$ cat config.mk
export PLATFORM = sky130hd
export DESIGN_NAME = ptc_core
export DESIGN_NICKNAME = d
export VERILOG_FILES = /design/src/hw/rtl/ptc_pkg.sv /design/src/hw/rtl/ptc_core.sv
export SDC_FILE = /design/constraint.sdc
export NUM_CORES = 1
export LEC_CHECK = 0
export BUFFER_PORTS_ARGS = -buffer_cell sky130_fd_sc_hd__buf_2
export CAP_MARGIN = 20
export CORE_ASPECT_RATIO = 1.75
export CORE_MARGIN = 2
export CORE_UTILIZATION = 48
export DETAILED_ROUTE_END_ITERATION = 6
export GPL_TIMING_DRIVEN = 0
export SETUP_SLACK_MARGIN = 0.5
export SLEW_MARGIN = 5
export SYNTH_ARGS = -nofsm -noshare
export SYNTH_HDL_FRONTEND = slang
export SYNTH_SLANG_ARGS = --single-unit
$ cat constraint.sdc
create_clock -name clk -period 4.7 [get_ports clk]
set_clock_uncertainty 0.15 [all_clocks]
set_input_delay 0.235 -clock clk [delete_from_list [all_inputs] [get_ports clk]]
set_output_delay 0.235 -clock clk [all_outputs]
set_load 0.02 [all_outputs]
$ cat src/hw/rtl/ptc_pkg.sv
// Shared constants and types for the path traversal checker.
`default_nettype none

package ptc_pkg;

    // character codes
    localparam logic [7:0] CH_DOT   = 8'h2E;
    localparam logic [7:0] CH_SLASH = 8'h2F;

    // depth counter
    localparam int unsigned DEPTH_W = 13;
    localparam logic [DEPTH_W-1:0] DEPTH_TOP = {DEPTH_W{1'b1}};

    // saturating counters
    localparam logic [1:0] CNT_TOP = 2'd3;

    typedef logic [7:0] byte_t;

    // verdict handed from the core to the output stage
    typedef struct packed {
        logic fire;       // a verdict is produced by this word
        logic forbidden;  // the verdict
    } verdict_t;

endpackage

`default_nettype wire

$ cat src/hw/rtl/ptc_core.sv
// Per-path rule state and the verdict logic for one path byte.
`default_nettype none

module ptc_core
(
    input  wire                    clk,
    input  wire                    rst_n,
    input  wire                    accept,
    input  wire ptc_pkg::byte_t    path_byte,
    input  wire                    last_byte,
    output ptc_pkg::verdict_t      verdict
);

    // state
    ptc_pkg::byte_t                   win0_reg, win1_reg, win2_reg;
    logic [1:0]                       fill_reg, fill_next;
    logic [1:0]                       pos_reg, pos_next;
    logic [ptc_pkg::DEPTH_W-1:0]      depth_reg, depth_next;
    logic                             deny_reg, deny_next;
    logic                             das_reg, das_next;

    logic b_dot, b_slash;
    logic w1_dot, w2_dot, w2_slash;
    logic move_en, move_dec, move_hold;
    logic deny_now;

    assign b_dot    = (path_byte == ptc_pkg::CH_DOT);
    assign b_slash  = (path_byte == ptc_pkg::CH_SLASH);
    assign w1_dot   = (win1_reg == ptc_pkg::CH_DOT);
    assign w2_dot   = (win2_reg == ptc_pkg::CH_DOT);
    assign w2_slash = (win2_reg == ptc_pkg::CH_SLASH);

    // slash three bytes back resolves against the full lookahead
    assign move_en   = (fill_reg == ptc_pkg::CNT_TOP) && (win0_reg == ptc_pkg::CH_SLASH);
    assign move_dec  = w1_dot && w2_dot && b_slash;
    assign move_hold = w1_dot && w2_slash;

    // rule checks, including a step below zero
    always_comb
    begin
        deny_now = deny_reg;
        if ((pos_reg == 2'd1) && w2_dot && !b_slash)
        begin
            deny_now = 1'b1;
        end
        if ((pos_reg == 2'd2) && w1_dot && w2_dot && b_slash)
        begin
            deny_now = 1'b1;
        end
        depth_next = depth_reg;
        if (move_en)
        begin
            if (move_dec)
            begin
                if (depth_reg == '0)
                begin
                    deny_now = 1'b1;
                end
                else
                begin
                    depth_next = depth_reg - 1'b1;
                end
            end
            else if (!move_hold && (depth_reg != ptc_pkg::DEPTH_TOP))
            begin
                depth_next = depth_reg + 1'b1;
            end
        end
        deny_next = deny_now;
    end

    // byte right after the latest slash
    always_comb
    begin
        if (b_slash)
        begin
            das_next = 1'b0;
        end
        else if ((pos_reg != 2'd0) && w2_slash)
        begin
            das_next = b_dot;
        end
        else
        begin
            das_next = das_reg;
        end
    end

    // position and window fill counters
    always_comb
    begin
        fill_next = fill_reg;
        if ((pos_reg != 2'd0) && (fill_reg != ptc_pkg::CNT_TOP))
        begin
            fill_next = fill_reg + 1'b1;
        end
        pos_next = pos_reg;
        if (pos_reg != ptc_pkg::CNT_TOP)
        begin
            pos_next = pos_reg + 1'b1;
        end
    end

    // slashes still in the window at the end can only raise the depth,
    // so only the checks above decide the verdict
    assign verdict.fire      = accept && last_byte;
    assign verdict.forbidden = deny_next | das_next;

    // state registers, cleared after every verdict
    always_ff @(posedge clk or negedge rst_n)
    begin
        if (!rst_n)
        begin
            win0_reg  <= '0;
            win1_reg  <= '0;
            win2_reg  <= '0;
            fill_reg  <= '0;
            pos_reg   <= '0;
            depth_reg <= '0;
            deny_reg  <= 1'b0;
            das_reg   <= 1'b0;
        end
        else if (accept)
        begin
            if (last_byte)
            begin
                win0_reg  <= '0;
                win1_reg  <= '0;
                win2_reg  <= '0;
                fill_reg  <= '0;
                pos_reg   <= '0;
                depth_reg <= '0;
                deny_reg  <= 1'b0;
                das_reg   <= 1'b0;
            end
            else
            begin
                win0_reg  <= win1_reg;
                win1_reg  <= win2_reg;
                win2_reg  <= path_byte;
                fill_reg  <= fill_next;
                pos_reg   <= pos_next;
                depth_reg <= depth_next;
                deny_reg  <= deny_next;
                das_reg   <= das_next;
            end
        end
    end

endmodule

`default_nettype wire

# After elaboration in Yosys (flattened, before gate mapping)
# Cells that the tools add are included.
[classes] n_mul=0 n_reduce_logical=24 shift=0 order_cmp=0 eq_ne=13 n_addsub=4 mux=21 bitwise_logic=1 n_div=0
[ops] cell="13-bit 2-to-1 mux" count=5
[ops] cell="8-bit by 6-bit == test with 1-bit output (second input constant)" count=6
[ops] cell="8-bit 2-to-1 mux" count=3
[ops] cell="13-bit by 1-bit adder with 13-bit output (second input constant)" count=1
[ops] cell="1-bit logical AND" count=13
[ops] cell="13-bit zero test" count=1
[ops] cell="13-bit inequality test (second input constant)" count=1
[ops] cell="13-bit by 1-bit subtractor with 13-bit output (second input constant)" count=1
[ops] cell="1-bit 2-to-1 mux" count=9
[ops] cell="2-bit 2-to-1 mux" count=4
[ops] cell="2-bit nonzero test" count=4
[ops] cell="2-bit by 1-bit adder with 2-bit output (second input constant)" count=2
[ops] cell="2-bit == test (second input constant)" count=2
[ops] cell="2-bit inequality test (second input constant)" count=2
[ops] cell="2-bit AND reduction" count=2
[ops] cell="4-bit AND reduction" count=1
[ops] cell="3-bit inequality test (second input constant)" count=1
[ops] cell="3-bit nonzero test" count=1
[ops] cell="2-bit by 1-bit == test with 1-bit output (second input constant)" count=1
[ops] cell="1-bit zero test" count=2
[ops] cell="1-bit bitwise OR" count=1
[totals] mem_bits_ro=0 ram_bits=0 wordCells=71 output_inout_bits=2 register_bits=43 memories=0 latch_bits=0 input_bits=12

# Depth between registers and ports, before layout
[logic_depth] ltp_word=9 depth_mapped=13 mapped_depth_nobuf=12

# Worst setup path before layout
# No wires, ideal clock.
[synth_timing] path_type="register -> register" start="register win2_reg[7]" end="register depth_reg[12] in the netlist's numbering" period_less_slack_ns=3.319 required_ns=4.426 setup_ns=0.124 path_stages_with_launch=14 arrival_time_ns=3.045 path_slack_ns=1.381 n_path_buf=1 cell_sequence="dfrtp_1 nand4b_1 nor4_2 nand2_2 buf_1 xnor2_1 ha_1 nor3_1 nand3_1 a31oi_1 o31ai_4 xnor2_1 nor3b_2 a211o_1"
[synth_via] elab_chain_cells=6 elab_cells_between_ends=13 classes_between="3 x eq/ne; 3 x mux; 7 x reduce/logical"
[synth_rtl] element="start, declared" line="ptc_core.sv:15" source="ptc_pkg::byte_t win0_reg, win1_reg, win2_reg;"
[synth_rtl] element="start signal, assigned" line="ptc_core.sv:140" source="win2_reg <= path_byte;"
[synth_rtl] element="8-bit by 6-bit == test with 1-bit output (on tied branches)" line="ptc_core.sv:31, ptc_core.sv:30"
[synth_rtl] element="1-bit logical AND (on tied branches)" line="ptc_core.sv:36, ptc_core.sv:35"
[synth_rtl] element="1-bit zero test or 1-bit logical AND (tied branches)" line="ptc_core.sv:64, ptc_core.sv:35"
[synth_rtl] element="1-bit logical AND or 13-bit 2-to-1 mux (tied branches)" line="ptc_core.sv:64, ptc_core.sv:53"
[synth_rtl] element="3-bit nonzero test (no source line) or 13-bit 2-to-1 mux (tied branches)"
[synth_rtl] element="4-bit AND reduction (no source line) or 13-bit 2-to-1 mux (tied branches)"
[synth_rtl] element="end signal, assigned" line="ptc_core.sv:143" source="depth_reg <= depth_next;"
[synth_rtl] element="end, declared" line="ptc_core.sv:18" source="logic [ptc_pkg::DEPTH_W-1:0] depth_reg, depth_next;"
# Several ways; a longest one is shown, not always the timed one. The select of a mux whose other input is x is not followed.
# A chain may end at the register's enable or synchronous reset.

# Final worst setup path
# Ends and elaborated chain as after synthesis.

==> impl_metrics.py <==
metrics = {
    "die": {
        "die_h_um": 103,
        "floorplan.initialDensity": 0.493,
        "placeableCoreArea_um2": 5500,
        "io_pins": 14,
        "dieWidth_um": 60.8,
        "placementRows": 36,
        "die-area_um2": 6290,
    },
    "synth": {
        "main_area_contributors_after_synthesis": "sky130_fd_sc_hd__dfrtp_1 (40%), sky130_fd_sc_hd__a31o_2 (7.8%), sky130_fd_sc_hd__nor2b_1 (5.8%), sky130_fd_sc_hd__ha_1 (3.7%), sky130_fd_sc_hd__a21oi_1 (2.2%)",
        "syn_avg_cell_area_um2": 9.90,
        "synthArstFlopShare": 1.00,
        "yosysWarnings": 0,
        "post-synth-top-area-fraction": 0.397,
        "mappedNetlistArea_um2": 2710,
        "synth_top_flop_cell": "sky130_fd_sc_hd__dfrtp_1",
        "synth_seq_cells": 43,
        "netlist-cell-type-count": 56,
        "synth-seq-area-share": 0.397,
        "number_of_flops_mapped_to_enable_cells_by_yosys": 0,
        "synthesis.instances": 274,
        "synth.largest_area_cell": "sky130_fd_sc_hd__dfrtp_1",
        "syn_nets": 294,
    },
    "worst_setup_path": {
        "critPathRequiredTime_ns": 4.75,
        "cp_data_arrival_time_ns": 3.87,
        "worstSetupPathType": "reg -> reg",
        "crit_path_top_delay_cell": "sky130_fd_sc_hd__nor4_4",
        "critical_path.endpoint_type": "flop",
        "crit_chain": "nand4b_1 > nor4_4 > nand2_2 > buf_1 > xnor2_1 > ha_1 > nor3_1 > nand3_1 > a31oi_1 > o31ai_4 > xnor2_1 > nor3b_2 > a211o_1",
        "timing.critical_path.mode_cell": "sky130_fd_sc_hd__xnor2_1",
        "crit_fanout": 10,
        "worst_path_largest_cell_delay_ns": 0.47,
        "crit_path_start_kind": "flop",
    },
    "pwr": {
        "vdd_drop_max_mv": 0.217,
        "totalPowerFinal_w": 0.000915,
        "pleak_nw": 1.23,
        "power_per_cell_area_nw_per_um2": 301,
    },
    "sta": {
        "finalSetupViolations": 0,
        "slew_viol_final": 0,
        "fin_crit_sh": 0.813,
        "post-route-worst-setup-slack_ns": 0.877,
        "slew_headroom": 0.595,
        "worst_pin_slew_ns": 0.607,
        "fmax_mhz": 262,
        "finalWorstPathRequiredPeriod_ns": 3.82,
        "unrepaired_setup_endpoints_after_global_routing": "false",
        "final_hold_viol_count": 0,
        "finalSetupTns_ns": 0,
    },
    "clocking": {
        "htree_levels": 2,
        "cts_sink_count": 43,
        "clk_pin_slew_ns": 0.09,
        "setup_buffers_after_cts": 0,
        "cts_inserted_buffers": 5,
        "cts.path.max_buffers": 2,
        "cts_root_buf": "sky130_fd_sc_hd__clkbuf_8",
        "cts_tree": "built",
        "worst_skew_late_latency_ns": 0.31,
    },
    "global_routing": {
        "groute.usage.overall": 0.231,
        "overflow": 0,
        "grt_pass1_wl_um": 10700,
        "maximum_number_of_pins_on_one_net_before_global_route_repair": 44,
        "via_count_of_the_first_global_routing_pass": 2153,
        "grt_antenna_before_repair": 0,
    },
    "final_layout": {
        "nets": 314,
        "areaGrowthSynthToFinish_pct": 12.0,
        "finalCoreUtilization": 0.553,
        "number_of_flip_flops_in_the_largest_register": 13,
        "nFillCells": 531,
        "antenna_cells": 0,
        "drive_above_1_share": 0.224,
        "multi_input_area_um2": 1520,
        "regArea_um2": 1080,
    },
    "route": {
        "detailed_routing_iterations_pass_1": 4,
        "initialDrtViolationCount": 101,
        "wl_um": 6650,
        "post-route-drc-count": 0,
        "drt-vias-per-instance": 6.00,
        "antenna_left": 0,
        "drt-wirelength-per-cell_um": 17.9,
        "route.vias.total": 2226,
    },
    "run": {
        "cap_viol_max_count": 0,
    },
    "placement": {
        "placement.io_buffers": 11,
        "gp_routability_congestion": 0.900,
        "dp_hpwl_um": 4940,
        "detailedPlace.worstSlack_ns": 0.741,
    },
    "outcome": {
        "outcome": "completed",
    },
    "min_path": {
        "min-delay-path-class": "in -> reg",
    },
}
-- worst max-delay path: cells and delay by family, from the launching register on --
kind	cells	cell delay [ns]
flip-flops	1	0.39
adder cells (fa/ha/maj)	1	0.25
AND/OR/NAND/NOR	6	1.42
AO/OA/AOI/OAI	3	0.79
buffers and inverters	1	0.29
XOR/XNOR	2	0.43
-- per-stage QoR --
step                      hold WS [ns]  instances  area, um2
after floorplan                 -0.211        274       2710
after global placement           0.312        361       2860
after detailed placement         0.308        361       2860
after CTS                       0.0288        370       3010
after global routing            0.0371        371       3040
final                           0.0359        371       3040
-- synth_stat cells, drive strengths merged, types with 8 or more instances --
cell type  count
o21ai         16
nor3          10
nor4          11
dfrtp         43
nor2          15
inv            9
a31o          24
nand2         12
buf           10
a21oi         12
nor2b         25
clkbuf         9
ha             8
-- cell type report --
type                       count  area share
clock buffer                   5      0.0227
clock inverter                 3      0.0222
buffer                        19      0.0293
sequential                    43       0.354
inverter                      10      0.0124
timing repair buffer          13      0.0280
multi-input combinational    202       0.500
tap                           76      0.0313
-- routing by layer --
metal  vias to the layer above  global-route usage  part of all wire
li1                       1076                   -                 -
met1                      1091               0.246              0.37
met2                        43               0.442              0.57
met3                        16              0.0274             0.026
met4                         0              0.0886             0.028
met5                         -                   0                 0
-- path summary, 6_finish.rpt --
kind,start,to,slack [ns],cells past startpoint
worst max-delay path,win2_reg[7],depth_reg[12],0.88,13
worst min-delay path,path_byte[7],win2_reg[7],0.04,2
worst max register to register,win2_reg[7],depth_reg[12],0.88,13
worst min register to register,win2_reg[7],win1_reg[7],0.39,1
max in group asynchronous,rst_n,win1_reg[1],3.75,3
min in group asynchronous,rst_n,depth_reg[0],0.18,2
-- placed cells by master, fill, tap and decap left out, types with 4 or more instances in the layout --
master,synthesis,layout
sky130_fd_sc_hd__nor2b_1,25,25
sky130_fd_sc_hd__o31ai_1,5,5
sky130_fd_sc_hd__nand4_1,4,4
sky130_fd_sc_hd__a31o_2,24,24
sky130_fd_sc_hd__dfrtp_1,43,43
sky130_fd_sc_hd__ha_1,8,8
sky130_fd_sc_hd__a31oi_1,5,5
sky130_fd_sc_hd__buf_1,6,6
sky130_fd_sc_hd__clkbuf_1,9,9
sky130_fd_sc_hd__inv_1,8,8
sky130_fd_sc_hd__o21ai_1,11,11
sky130_fd_sc_hd__nand2_1,11,11
sky130_fd_sc_hd__nor3_1,9,9
sky130_fd_sc_hd__xnor2_1,5,5
sky130_fd_sc_hd__clkbuf_8,0,5
sky130_fd_sc_hd__a21oi_1,12,12
sky130_fd_sc_hd__o21ai_0,5,5
sky130_fd_sc_hd__nor4_1,8,8
sky130_fd_sc_hd__buf_2,2,13
sky130_fd_sc_hd__nor2_1,15,15
sky130_fd_sc_hd__o22ai_1,6,6
sky130_fd_sc_hd__and3_1,4,4
-- kinds of logic after synthesis --
kind of cell / Yosys count / synth area share
simple gates: 103 / 0.263
compound gates: 84 / 0.234
flops: 43 / 0.397
buf+inv: 29 / 0.0466
fa+ha+maj: 8 / 0.0369
xor+xnor: 6 / 0.0194
mux: 1 / 0.00369
-- power breakdown --
part | internal, W | total, W | leakage, nW | switching (W)
Clock | 0.000212 | 0.000354 | 0.0644 | 0.000142
Combinational | 0.0000603 | 0.000141 | 0.585 | 0.0000808
Sequential | 0.000396 | 0.000420 | 0.581 | 0.0000240
Total | 0.000669 | 0.000915 | 1.23 | 0.000247
-- repair_timing --
item | in CTS | in global routing
hold buffers | 1 | 0
endpoints found under the setup margin | 0 | 1
endpoints found under the hold margin | 43 | 0
gates resized for setup | 0 | 1
Note: power is estimated with default switching activity, not from simulation.
